File: config.mk
export PLATFORM = sky130hd
export DESIGN_NAME = imu_complementary_tilt_filter
export DESIGN_NICKNAME = d
export VERILOG_FILES = /design/src/rtl/tilt_pkg.sv /design/src/rtl/tilt_mul.sv /design/src/rtl/tilt_root.sv /design/src/rtl/tilt_div.sv /design/src/rtl/tilt_cordic.sv /design/src/rtl/imu_complementary_tilt_filter.sv
export SDC_FILE = /design/constraint.sdc
export NUM_CORES = 2
export LEC_CHECK = 0
export BUFFER_PORTS_ARGS = -buffer_cell sky130_fd_sc_hd__clkbuf_2
export CAP_MARGIN = 20
export CORE_MARGIN = 2
export CORE_UTILIZATION = 45
export CTS_BUF_LIST = sky130_fd_sc_hd__clkbuf_16
export DETAILED_ROUTE_END_ITERATION = 16
export GPL_ROUTABILITY_DRIVEN = 0
export PLACE_DENSITY_LB_ADDON = 0.2
export SLEW_MARGIN = 20
export SYNTH_ARGS = -nofsm -noshare
export SYNTH_HDL_FRONTEND = slang
export SYNTH_SLANG_ARGS = --single-unit
File: constraint.sdc
create_clock -name clk -period 27 [get_ports clk]
set_clock_uncertainty 0.15 [all_clocks]
set_input_delay 2.7 -clock clk [delete_from_list [all_inputs] [get_ports clk]]
set_output_delay 2.7 -clock clk [all_outputs]
set_load 0.03 [all_outputs]
File: src/rtl/tilt_pkg.sv
`default_nettype none

package tilt_pkg;

	// CORDIC depth and its step counter
	localparam int CORDIC_ITERATIONS = 16;
	localparam int CORDIC_CNT_W      = $clog2(CORDIC_ITERATIONS);
	localparam int ATAN_IDX_W        = 5;

	// datapath widths
	localparam int ANGLE_W   = 17;
	localparam int VEC_W     = 27;
	localparam int Z_W       = 25;
	localparam int ROOT_IN_W = 48;
	localparam int ROOT_W    = 24;
	localparam int MUL_W     = 18;
	localparam int PROD_W    = 36;
	localparam int NUM_W     = 40;
	localparam int DEN_W     = 28;
	localparam int QUO_W     = 16;
	localparam int QCNT_W    = $clog2(QUO_W);
	localparam int DSH_W     = DEN_W + QUO_W - 1;
	localparam int STEP_W    = 3;

	// stream and config port widths
	localparam int S_TDATA_W = 96;
	localparam int M_TDATA_W = 40;
	localparam int CFG_IDX_W = 1;
	localparam int CFG_DATA_W = 16;

	// config register indexes
	localparam logic [CFG_IDX_W-1:0] CFG_BLEND_ALPHA = 1'd0;
	localparam logic [CFG_IDX_W-1:0] CFG_GYRO_SENS   = 1'd1;

	localparam logic [15:0] ALPHA_RESET = 16'd64225;
	localparam logic [10:0] SENS_RESET  = 11'd1310;
	localparam logic [10:0] SENS_FLOOR  = 11'd164;

	// sens * HALF_SCALE is half of the gyro divisor
	localparam logic [15:0] HALF_SCALE = 16'd50000;
	localparam logic [16:0] ONE_Q16    = 17'h10000;
	localparam logic [15:0] BLEND_ROUND = 16'h8000;
	localparam logic [7:0]  ANGLE_ROUND = 8'h80;

	localparam logic signed [ANGLE_W-1:0] ANGLE_MAX = 17'sd46079;
	localparam logic signed [ANGLE_W-1:0] ANGLE_MIN = -17'sd46080;

	localparam logic [ROOT_IN_W-1:0] ROOT_TOP_BIT = ROOT_IN_W'(1) << (ROOT_IN_W - 2);

	localparam logic [STEP_W-1:0] MUL_LAST   = 3'd6;
	localparam logic [STEP_W-1:0] BLEND_LAST = 3'd4;

	// atan(2^-i) in 1/65536 degree
	function automatic logic signed [Z_W-1:0] atan_step(input logic [ATAN_IDX_W-1:0] idx);
		logic signed [Z_W-1:0] v;
		unique case (idx)
			5'd0:  v = 25'sd2949120;
			5'd1:  v = 25'sd1740967;
			5'd2:  v = 25'sd919879;
			5'd3:  v = 25'sd466945;
			5'd4:  v = 25'sd234379;
			5'd5:  v = 25'sd117304;
			5'd6:  v = 25'sd58666;
			5'd7:  v = 25'sd29335;
			5'd8:  v = 25'sd14668;
			5'd9:  v = 25'sd7334;
			5'd10: v = 25'sd3667;
			5'd11: v = 25'sd1833;
			5'd12: v = 25'sd917;
			5'd13: v = 25'sd458;
			5'd14: v = 25'sd229;
			5'd15: v = 25'sd115;
			5'd16: v = 25'sd57;
			5'd17: v = 25'sd29;
			5'd18: v = 25'sd14;
			5'd19: v = 25'sd7;
			5'd20: v = 25'sd4;
			5'd21: v = 25'sd2;
			5'd22: v = 25'sd1;
			default: v = '0;
		endcase
		return v;
	endfunction

endpackage

`default_nettype wire

File: src/rtl/tilt_mul.sv
`default_nettype none

// shared signed multiplier, product registered
module tilt_mul
	import tilt_pkg::*;
(
	input  wire logic                     clk,
	input  wire logic signed [MUL_W-1:0]  a,
	input  wire logic signed [MUL_W-1:0]  b,
	output logic signed [PROD_W-1:0]      p
);
	logic signed [PROD_W-1:0] p_q;

	always_ff @(posedge clk) begin
		p_q <= PROD_W'(a) * PROD_W'(b);
	end

	assign p = p_q;

endmodule

`default_nettype wire

File: src/rtl/tilt_root.sv
`default_nettype none

// bit-pair square root, floor, one result bit a cycle
module tilt_root
	import tilt_pkg::*;
(
	input  wire logic                 clk,
	input  wire logic                 arst_n,
	input  wire logic                 start,
	input  wire logic [ROOT_IN_W-1:0] radicand,
	output logic                      busy,
	output logic [ROOT_W-1:0]         root
);
	logic [ROOT_IN_W-1:0] rem_q;
	logic [ROOT_IN_W-1:0] res_q;
	logic [ROOT_IN_W-1:0] bit_q;
	logic                 busy_q;
	logic [ROOT_IN_W:0]   trial;
	logic                 take;

	assign trial = {1'b0, res_q} + {1'b0, bit_q};
	assign take  = {1'b0, rem_q} >= trial;

	always_ff @(posedge clk or negedge arst_n) begin
		if (!arst_n) begin
			busy_q <= 1'b0;
		end else if (start) begin
			busy_q <= 1'b1;
		end else if (busy_q && bit_q[0]) begin
			busy_q <= 1'b0;
		end
	end

	always_ff @(posedge clk) begin
		if (start) begin
			rem_q <= radicand;
			res_q <= '0;
			bit_q <= ROOT_TOP_BIT;
		end else if (busy_q) begin
			if (take) begin
				rem_q <= rem_q - trial[ROOT_IN_W-1:0];
				res_q <= (res_q >> 1) + bit_q;
			end else begin
				res_q <= res_q >> 1;
			end
			bit_q <= bit_q >> 2;
		end
	end

	assign busy = busy_q;
	assign root = res_q[ROOT_W-1:0];

endmodule

`default_nettype wire

File: src/rtl/tilt_div.sv
`default_nettype none

// restoring divider, one quotient bit a cycle, MSB first
module tilt_div
	import tilt_pkg::*;
(
	input  wire logic             clk,
	input  wire logic             arst_n,
	input  wire logic             start,
	input  wire logic [NUM_W-1:0] dividend,
	input  wire logic [DEN_W-1:0] divisor,
	output logic                  busy,
	output logic [QUO_W-1:0]      quotient
);
	logic [NUM_W-1:0]  rem_q;
	logic [DSH_W-1:0]  dsh_q;
	logic [QUO_W-1:0]  quo_q;
	logic [QCNT_W-1:0] cnt_q;
	logic              busy_q;
	logic              ge;

	assign ge = DSH_W'(rem_q) >= dsh_q;

	always_ff @(posedge clk or negedge arst_n) begin
		if (!arst_n) begin
			busy_q <= 1'b0;
		end else if (start) begin
			busy_q <= 1'b1;
		end else if (busy_q && cnt_q == '0) begin
			busy_q <= 1'b0;
		end
	end

	always_ff @(posedge clk) begin
		if (start) begin
			rem_q <= dividend;
			dsh_q <= DSH_W'(divisor) << (QUO_W - 1);
			quo_q <= '0;
			cnt_q <= QCNT_W'(QUO_W - 1);
		end else if (busy_q) begin
			if (ge) begin
				rem_q <= rem_q - dsh_q[NUM_W-1:0];
			end
			quo_q <= {quo_q[QUO_W-2:0], ge};
			dsh_q <= dsh_q >> 1;
			cnt_q <= cnt_q - 1'b1;
		end
	end

	assign busy     = busy_q;
	assign quotient = quo_q;

endmodule

`default_nettype wire

File: src/rtl/tilt_cordic.sv
`default_nettype none

// vectoring CORDIC, one rotation a cycle; angle in 1/256 degree
module tilt_cordic
	import tilt_pkg::*;
(
	input  wire logic                     clk,
	input  wire logic                     arst_n,
	input  wire logic                     start,
	input  wire logic signed [VEC_W-1:0]  x_in,
	input  wire logic signed [VEC_W-1:0]  y_in,
	output logic                          busy,
	output logic signed [ANGLE_W-1:0]     angle
);
	logic signed [VEC_W-1:0]  x_q;
	logic signed [VEC_W-1:0]  y_q;
	logic signed [Z_W-1:0]    z_q;
	logic [CORDIC_CNT_W-1:0]  i_q;
	logic                     zero_q;
	logic                     busy_q;
	logic signed [VEC_W-1:0]  dx;
	logic signed [VEC_W-1:0]  dy;
	logic signed [Z_W-1:0]    step_angle;
	logic signed [Z_W-1:0]    z_rnd;

	assign dx         = y_q >>> i_q;
	assign dy         = x_q >>> i_q;
	assign step_angle = atan_step(ATAN_IDX_W'(i_q));

	always_ff @(posedge clk or negedge arst_n) begin
		if (!arst_n) begin
			busy_q <= 1'b0;
		end else if (start) begin
			busy_q <= 1'b1;
		end else if (busy_q && i_q == CORDIC_CNT_W'(CORDIC_ITERATIONS - 1)) begin
			busy_q <= 1'b0;
		end
	end

	always_ff @(posedge clk) begin
		if (start) begin
			x_q    <= x_in;
			y_q    <= y_in;
			z_q    <= '0;
			i_q    <= '0;
			zero_q <= (x_in == '0) && (y_in == '0);
		end else if (busy_q) begin
			if (!y_q[VEC_W-1]) begin
				x_q <= x_q + dx;
				y_q <= y_q - dy;
				z_q <= z_q + step_angle;
			end else begin
				x_q <= x_q - dx;
				y_q <= y_q + dy;
				z_q <= z_q - step_angle;
			end
			i_q <= i_q + 1'b1;
		end
	end

	// round to nearest 1/256 degree; null vector reads as level
	assign z_rnd = z_q + Z_W'(ANGLE_ROUND);
	assign angle = zero_q ? '0 : z_rnd[Z_W-1:Z_W-ANGLE_W];
	assign busy  = busy_q;

endmodule

`default_nettype wire

File: src/rtl/imu_complementary_tilt_filter.sv
`default_nettype none

// Complementary roll/pitch tilt filter. Each item on the s_ stream is one IMU
// sample; each produces one item on the m_ stream carrying the new roll and
// pitch estimates in 1/256 degree, saturated to -180 up to just under +180
// degrees. Roll and pitch from the accelerometer come from a bit-pair square
// root and a vectoring CORDIC; the gyro rate times elapsed time comes from a
// restoring divider; an 18x18 multiplier is shared by every product, blend
// included. The estimates persist between items and clear only on reset.
// s_tready is high only in the idle state, so a new item is taken only once
// the last one has been through the multiply, root, CORDIC and blend steps
// and its result is in the output register, which waits while m_tready holds
// back a previous result. The two 24-step square roots take the longest; the
// divider and the roll CORDIC run alongside them, the pitch CORDIC runs on
// its own. Config writes (index 0 blend alpha, index 1 gyro sensitivity) are
// taken at once and must only be made while no item is in flight.
module imu_complementary_tilt_filter
	import tilt_pkg::*;
(
	input  wire logic                  clk,
	input  wire logic                  arst_n,
	input  wire logic                  s_tvalid,
	output logic                       s_tready,
	// accel_x[15:0], accel_y[31:16], accel_z[47:32], gyro_x[63:48],
	// gyro_y[79:64], elapsed_us[95:80]
	input  wire logic [S_TDATA_W-1:0]  s_tdata,
	output logic                       m_tvalid,
	input  wire logic                  m_tready,
	// roll_angle[16:0], pitch_angle[33:17], zero[39:34]
	output logic [M_TDATA_W-1:0]       m_tdata,
	input  wire logic                  cfg_valid,
	output logic                       cfg_ready,
	input  wire logic [CFG_IDX_W-1:0]  cfg_index,
	input  wire logic [CFG_DATA_W-1:0] cfg_data
);
	typedef enum logic [2:0] {
		ST_IDLE,
		ST_MUL,     // squares, gyro products, divisor
		ST_ROOT_R,  // roll magnitude root, gyro x divide
		ST_CORD_R,  // roll CORDIC, pitch root, gyro y divide
		ST_CORD_P,  // pitch CORDIC
		ST_BLEND,   // four blend products, saturate
		ST_OUT
	} state_t;

	state_t              state_q;
	logic [STEP_W-1:0]   step_q;
	logic                m_tvalid_q;
	logic [M_TDATA_W-1:0] m_tdata_q;

	logic [15:0] alpha_q;
	logic [10:0] sens_q;
	logic [10:0] sens_c;

	logic signed [ANGLE_W-1:0] est_r_q;
	logic signed [ANGLE_W-1:0] est_p_q;

	// latched sample
	logic [15:0] ax_q, ay_q, az_q, gx_q, gy_q, dt_q;

	// intermediate results
	logic [31:0]               sqr_q;   // ax^2 + az^2
	logic [31:0]               sqp_q;   // ay^2 + az^2
	logic [30:0]               ngx_q;   // |gx| * dt
	logic [30:0]               ngy_q;
	logic [26:0]               half_q;  // sens * 50000
	logic signed [ANGLE_W-1:0] inc_r_q;
	logic signed [ANGLE_W-1:0] inc_p_q;
	logic signed [ANGLE_W-1:0] acc_r_q;
	logic signed [ANGLE_W-1:0] acc_p_q;
	logic signed [PROD_W-1:0]  bl_q;

	// shared multiplier
	logic signed [MUL_W-1:0]  mul_a;
	logic signed [MUL_W-1:0]  mul_b;
	logic signed [PROD_W-1:0] prod;

	// unit handshakes
	logic                     root_start, root_busy;
	logic [ROOT_W-1:0]        root_out;
	logic [ROOT_IN_W-1:0]     root_in;
	logic                     div_start, div_busy;
	logic [QUO_W-1:0]         div_quo;
	logic [NUM_W-1:0]         div_num;
	logic [DEN_W-1:0]         div_den;
	logic                     cord_start, cord_busy;
	logic signed [VEC_W-1:0]  cord_x, cord_y;
	logic signed [ANGLE_W-1:0] cord_angle;
	logic                     start_mul, start_roll, start_pitch;

	logic [16:0]             gxa, gya, beta;
	logic [MUL_W-1:0]        sum_r, sum_p;
	logic signed [VEC_W-1:0] roll_y, pitch_y;
	logic signed [PROD_W:0]  bl_sum;
	logic signed [PROD_W-16:0] bl_shift;
	logic signed [ANGLE_W-1:0] bl_sat;

	function automatic logic signed [ANGLE_W-1:0] signed_inc(input logic [QUO_W-1:0] q,
			input logic neg);
		logic signed [ANGLE_W-1:0] m;
		m = $signed({1'b0, q});
		return neg ? -m : m;
	endfunction

	assign sens_c = (sens_q < SENS_FLOOR) ? SENS_FLOOR : sens_q;

	// magnitudes of the gyro rates; full negative count gives 32768
	assign gxa  = gx_q[15] ? (17'd0 - {1'b1, gx_q}) : {1'b0, gx_q};
	assign gya  = gy_q[15] ? (17'd0 - {1'b1, gy_q}) : {1'b0, gy_q};
	assign beta = ONE_Q16 - {1'b0, alpha_q};

	assign sum_r = {est_r_q[ANGLE_W-1], est_r_q} + {inc_r_q[ANGLE_W-1], inc_r_q};
	assign sum_p = {est_p_q[ANGLE_W-1], est_p_q} + {inc_p_q[ANGLE_W-1], inc_p_q};

	// numerators scaled by 256 for the CORDIC
	assign roll_y  = {{3{ay_q[15]}}, ay_q, 8'h00};
	assign pitch_y = VEC_W'(0) - {{3{ax_q[15]}}, ax_q, 8'h00};

	// operand select for the shared multiplier
	always_comb begin
		mul_a = '0;
		mul_b = '0;
		if (state_q == ST_BLEND) begin
			unique case (step_q)
				3'd0: begin mul_a = {2'b00, alpha_q}; mul_b = sum_r; end
				3'd1: begin mul_a = {1'b0, beta}; mul_b = {acc_r_q[ANGLE_W-1], acc_r_q}; end
				3'd2: begin mul_a = {2'b00, alpha_q}; mul_b = sum_p; end
				3'd3: begin mul_a = {1'b0, beta}; mul_b = {acc_p_q[ANGLE_W-1], acc_p_q}; end
				default: ;
			endcase
		end else begin
			unique case (step_q)
				3'd0: begin mul_a = {7'd0, sens_c}; mul_b = {2'b00, HALF_SCALE}; end
				3'd1: begin mul_a = {1'b0, gxa}; mul_b = {2'b00, dt_q}; end
				3'd2: begin mul_a = {1'b0, gya}; mul_b = {2'b00, dt_q}; end
				3'd3: begin mul_a = {{2{ax_q[15]}}, ax_q}; mul_b = {{2{ax_q[15]}}, ax_q}; end
				3'd4: begin mul_a = {{2{az_q[15]}}, az_q}; mul_b = {{2{az_q[15]}}, az_q}; end
				3'd5: begin mul_a = {{2{ay_q[15]}}, ay_q}; mul_b = {{2{ay_q[15]}}, ay_q}; end
				default: ;
			endcase
		end
	end

	// unit launches: roll root and gx divide, then roll CORDIC with pitch root
	// and gy divide, then pitch CORDIC
	assign start_mul   = (state_q == ST_MUL) && (step_q == MUL_LAST);
	assign start_roll  = (state_q == ST_ROOT_R) && !root_busy && !div_busy;
	assign start_pitch = (state_q == ST_CORD_R) && !cord_busy && !root_busy && !div_busy;

	assign root_start = start_mul || start_roll;
	assign div_start  = start_mul || start_roll;
	assign cord_start = start_roll || start_pitch;

	assign root_in = (state_q == ST_MUL) ? {sqr_q, 16'h0000} : {sqp_q, 16'h0000};
	assign div_num = (state_q == ST_MUL) ? ({1'b0, ngx_q, 8'h00} + NUM_W'(half_q))
	                                     : ({1'b0, ngy_q, 8'h00} + NUM_W'(half_q));
	assign div_den = {half_q, 1'b0};
	assign cord_x  = {3'b000, root_out};
	assign cord_y  = (state_q == ST_ROOT_R) ? roll_y : pitch_y;

	// blend: round, floor to 1/256 degree, saturate
	assign bl_sum   = {bl_q[PROD_W-1], bl_q} + {prod[PROD_W-1], prod}
	                + (PROD_W+1)'(BLEND_ROUND);
	assign bl_shift = bl_sum[PROD_W:16];

	always_comb begin
		if (bl_shift > (PROD_W-15)'(ANGLE_MAX)) begin
			bl_sat = ANGLE_MAX;
		end else if (bl_shift < (PROD_W-15)'(ANGLE_MIN)) begin
			bl_sat = ANGLE_MIN;
		end else begin
			bl_sat = bl_shift[ANGLE_W-1:0];
		end
	end

	tilt_mul u_mul (
		.clk (clk),
		.a   (mul_a),
		.b   (mul_b),
		.p   (prod)
	);

	tilt_root u_root (
		.clk      (clk),
		.arst_n   (arst_n),
		.start    (root_start),
		.radicand (root_in),
		.busy     (root_busy),
		.root     (root_out)
	);

	tilt_div u_div (
		.clk      (clk),
		.arst_n   (arst_n),
		.start    (div_start),
		.dividend (div_num),
		.divisor  (div_den),
		.busy     (div_busy),
		.quotient (div_quo)
	);

	tilt_cordic u_cordic (
		.clk    (clk),
		.arst_n (arst_n),
		.start  (cord_start),
		.x_in   (cord_x),
		.y_in   (cord_y),
		.busy   (cord_busy),
		.angle  (cord_angle)
	);

	// sequencer, config, estimates and output register
	always_ff @(posedge clk or negedge arst_n) begin
		if (!arst_n) begin
			state_q    <= ST_IDLE;
			step_q     <= '0;
			m_tvalid_q <= 1'b0;
			m_tdata_q  <= '0;
			alpha_q    <= ALPHA_RESET;
			sens_q     <= SENS_RESET;
			est_r_q    <= '0;
			est_p_q    <= '0;
		end else begin
			if (cfg_valid) begin
				unique case (cfg_index)
					CFG_BLEND_ALPHA: alpha_q <= cfg_data;
					CFG_GYRO_SENS:   sens_q  <= cfg_data[10:0];
				endcase
			end
			// in ST_OUT the output register is reloaded below instead
			if (m_tvalid_q && m_tready && state_q != ST_OUT) begin
				m_tvalid_q <= 1'b0;
			end
			unique case (state_q)
				ST_IDLE: begin
					step_q <= '0;
					if (s_tvalid) begin
						state_q <= ST_MUL;
					end
				end
				ST_MUL: begin
					if (step_q == MUL_LAST) begin
						state_q <= ST_ROOT_R;
						step_q  <= '0;
					end else begin
						step_q <= step_q + 1'b1;
					end
				end
				ST_ROOT_R: begin
					if (start_roll) begin
						state_q <= ST_CORD_R;
					end
				end
				ST_CORD_R: begin
					if (start_pitch) begin
						state_q <= ST_CORD_P;
					end
				end
				ST_CORD_P: begin
					if (!cord_busy) begin
						state_q <= ST_BLEND;
						step_q  <= '0;
					end
				end
				ST_BLEND: begin
					if (step_q == 3'd2) begin
						est_r_q <= bl_sat;
					end
					if (step_q == BLEND_LAST) begin
						est_p_q <= bl_sat;
						state_q <= ST_OUT;
						step_q  <= '0;
					end else begin
						step_q <= step_q + 1'b1;
					end
				end
				ST_OUT: begin
					if (!m_tvalid_q || m_tready) begin
						m_tvalid_q <= 1'b1;
						m_tdata_q  <= {{(M_TDATA_W - 2*ANGLE_W){1'b0}}, est_p_q, est_r_q};
						state_q    <= ST_IDLE;
					end
				end
				default: state_q <= ST_IDLE;
			endcase
		end
	end

	// data path registers
	always_ff @(posedge clk) begin
		if (s_tvalid && s_tready) begin
			ax_q <= s_tdata[15:0];
			ay_q <= s_tdata[31:16];
			az_q <= s_tdata[47:32];
			gx_q <= s_tdata[63:48];
			gy_q <= s_tdata[79:64];
			dt_q <= s_tdata[95:80];
		end
		if (state_q == ST_MUL) begin
			unique case (step_q)
				3'd1: half_q <= prod[26:0];
				3'd2: ngx_q  <= prod[30:0];
				3'd3: ngy_q  <= prod[30:0];
				3'd4: sqr_q  <= prod[31:0];
				3'd5: begin
					sqr_q <= sqr_q + prod[31:0];
					sqp_q <= prod[31:0];
				end
				3'd6: sqp_q <= sqp_q + prod[31:0];
				default: ;
			endcase
		end
		if (start_roll) begin
			inc_r_q <= signed_inc(div_quo, gx_q[15]);
		end
		if (start_pitch) begin
			acc_r_q <= cord_angle;
			inc_p_q <= signed_inc(div_quo, gy_q[15]);
		end
		if (state_q == ST_CORD_P && !cord_busy) begin
			acc_p_q <= cord_angle;
		end
		if (state_q == ST_BLEND && (step_q == 3'd1 || step_q == 3'd3)) begin
			bl_q <= prod;
		end
	end

	assign s_tready  = (state_q == ST_IDLE);
	assign m_tvalid  = m_tvalid_q;
	assign m_tdata   = m_tdata_q;
	assign cfg_ready = 1'b1;

`ifndef SYNTHESIS
	a_accept_units_idle: assert property (@(posedge clk) disable iff (!arst_n)
		(s_tvalid && s_tready) |-> !(root_busy || div_busy || cord_busy))
		else $error("item taken while a unit is still running");

	a_root_no_restart: assert property (@(posedge clk) disable iff (!arst_n)
		root_start |-> !root_busy)
		else $error("square root restarted mid-run");

	a_div_no_restart: assert property (@(posedge clk) disable iff (!arst_n)
		div_start |-> !div_busy)
		else $error("divider restarted mid-run");

	a_cord_no_restart: assert property (@(posedge clk) disable iff (!arst_n)
		cord_start |-> !cord_busy)
		else $error("CORDIC restarted mid-run");

	a_est_in_range: assert property (@(posedge clk) disable iff (!arst_n)
		(est_r_q >= ANGLE_MIN) && (est_r_q <= ANGLE_MAX)
		&& (est_p_q >= ANGLE_MIN) && (est_p_q <= ANGLE_MAX))
		else $error("estimate outside saturation range");
`endif

endmodule

`default_nettype wire
==> metrics.csv <==
stage;metric;value;unit
clocking;Post-CTS Setup Bufs;0;
floorplanning;Initial Util;45.3;%
min_path;HP Class;register to register;
finish;highest-count cells in the layout ignoring fill and taps;914 x nand2_1, 570 x inv_1, 550 x nor2_1;
grt;GRT Resource Usage Total;24.7;%
placement;Detail Placement HPWL;145000;um
synth;cell area after synthesis;0.0668;mm2
sta;FMAX;103;MHz
finish;layout cells sized above 1;8.64;%
detailed_routing;Final ANT Viol Nets;0;
grt;antenna violations before repair;4;
grt;grt met3 use;2.91;%
placement;setup slack at placement;17.40;ns
sta;Setup-failing EPs final;0;
clocking;maximum clock path buffer count;3;
sta;final slew viol count;0;
synth;synth top area cells;edfxtp_1 23%, fa_1 10%, ha_1 9.6%;
run_status;status;finished clean;
finish;synthesis-to-layout area growth;9.42;%
floorplanning;core area;0.147;mm2
clocking;CTS Sinks;823;
setup_path;Setup CP Type;register to register;
sta;Slew HR;23.7;%
finish;# diodes;0;
clocking;CTS buffer count;95;
grt;vias in the first global route;51700;
grt;M2 GR Usage;39.9;%
sta;period utilisation layout;36.1;%
grt;GR peak layer;met2;
grt;Overflow after GRT;0;
run;max_cap viols;0;
sta;PnR worst setup slack;17.25;ns
synth;register area share after synthesis;33.3;%
clocking;TritonCTS clock tree;built;
setup_path;Worst Path Required;27.51;ns
detailed_routing;routed via count;52800;
sta;setup_tns;0;ns
setup_path;Setup crit start kind;register;
clocking;clk root buf;clkbuf_16;
finish;fin nets;8183;
setup_path;crit path max fanout;17;
synth;ys flop type;edfxtp_1;
sta;RSZ-0062 raised after global routing;false;
floorplanning;# rows;141;
setup_path;Critical-path top delay cell;fa_1;
clocking;Post-CTS Resized;0;
clocking;CTS Hold Bufs;0;
clocking;H-tree depth;3;
synth;Netlist cell types;97;
synth;synthesized flop and latch total;823;
setup_path;slowest stage delay, CP;0.54;ns
floorplanning;Die Wd;389;um
setup_path;Setup crit end kind;register;
grt;largest net degree at the start of global routing;87;
clocking;clk slew on worst S/H paths;0.06;ns
synth;Synth top area share;23.4;%
sta;Final Hold Fails;0;
finish;commonest non-fill, non-tap cell in the layout;nand2_1;
sta;final period demand of the worst path;9.75;ns
detailed_routing;DRC viols;0;
grt;first-pass GRT wire length;296000;um
floorplanning;Die Ht;389;um
placement;Port-buffer cells;153;
synth;post-synthesis cell count;7138;
setup_path;CP arrival;10.25;ns
synth;Avg Inst Size Synth;9.36;um2
detailed_routing;final WL;190000;um
synth;Async S/R FF share, synth;12.8;%
synth;area leader, netlist;edfxtp_1;
detailed_routing;routed length per instance;20.6;um
floorplanning;# IOs;161;
synth;yosys warns;0;
setup_path;CP dominant cell by count;fa_1;
floorplanning;die area;0.152;mm2
detailed_routing;Vias/cell;5.73;
synth;EDFF count, synth;520;
detailed_routing;drt pass-1 iters;6;
detailed_routing;DRT iter0 DRCs;4070;
clocking;worst skew pair latency;0.76;ns
grt;met1 GRT Util;34.3;%
sta;worst slew pin tran;1.12;ns
-- kinds of logic after synthesis --
kind of cell    after synthesis  synth area share [%]
compound gates             1647                  15.3
xor+xnor                    536                  7.03
fa+ha+maj                   853                  19.8
buf+inv                     838                  4.82
flops                       823                  33.3
mux                         260                  5.07
other cells                   2                0.0112
simple gates               2179                  14.7
-- routing by layer --
metal	part of all wire (%)	up-vias
li1	-	25200
met1	45	25800
met2	46	1499
met3	5.5	331
met4	3.8	2
met5	0.0068	-
-- synth_stat cells (122+ instances only) --
| cell | instances |
|---|---|
| nand2_1 | 919 |
| inv_1 | 557 |
| nor2_1 | 556 |
| edfxtp_1 | 520 |
| ha_1 | 513 |
| a21oi_1 | 457 |
| o21ai_0 | 419 |
| fa_1 | 340 |
| xnor2_1 | 324 |
| clkbuf_1 | 223 |
| xor2_1 | 212 |
| dfxtp_1 | 198 |
| a21o_1 | 169 |
| nand3_1 | 122 |
-- stage by stage --
| stage | utilization, % | std cells | hold WS, ns | cell area (um2) |
|---|---|---|---|---|
| after floorplan | - | 7143 | 0.258 | 66800 |
| after global placement | 47.3 | 9043 | 0.314 | 69700 |
| after detailed placement | 47.3 | 9043 | 0.321 | 69700 |
| after CTS | 49.5 | 9221 | 0.326 | 73100 |
| after global routing | 49.6 | 9223 | 0.348 | 73100 |
| final | 49.6 | 9223 | 0.344 | 73100 |
-- final cells by class --
cell class / count / area [um2]
tap: 1930 / 2410
inverter: 560 / 2100
clock inverter: 80 / 850
fill: 13800 / 74400
timing repair buffer: 250 / 1510
multi-input combinational: 5482 / 41500
sequential: 823 / 22200
clock buffer: 98 / 2450
-- final timing paths --
kind                             start          end  slack [ns]  depth (start not counted)
setup reg to reg            est_r_q[0]  u_mul.p[34]       17.25                         36
hold / removal             u_mul.p[34]     bl_q[34]        0.34                          0
setup / recovery            est_r_q[0]  u_mul.p[34]       17.25                         36
hold reg to reg            u_mul.p[34]     bl_q[34]        0.34                          0
max in group asynchronous       arst_n   u_div.busy       23.51                          2
min in group asynchronous       arst_n  alpha_q[10]        1.80                          1
-- flip-flops by register name, indices dropped and copies added, names as in the netlist, 31 cells and up --
signal and cells:
u_root.rem_q 48, u_root.res_q 48, u_div.dsh_q 43, u_div.rem_q 40, bl_q 36, u_mul.p 36, m_tdata 34, sqp_q 32
sqr_q 32, ngx_q 31, ngy_q 31
-- worst max-delay path, delay by kind of cell (launching register included) --
family                     cells  cell delay [ns]
AOI/OAI and AO/OA             17             3.81
xor gates and xnor gates       2             0.31
adders and majority gates      9             4.13
buffers and inverters          4             0.21
DFF                            1             0.40
and+or+nand+nor                4             0.64
Power is not shown: default switching activity piles up to over one toggle a cycle in this logic, so the estimate is an artifact.
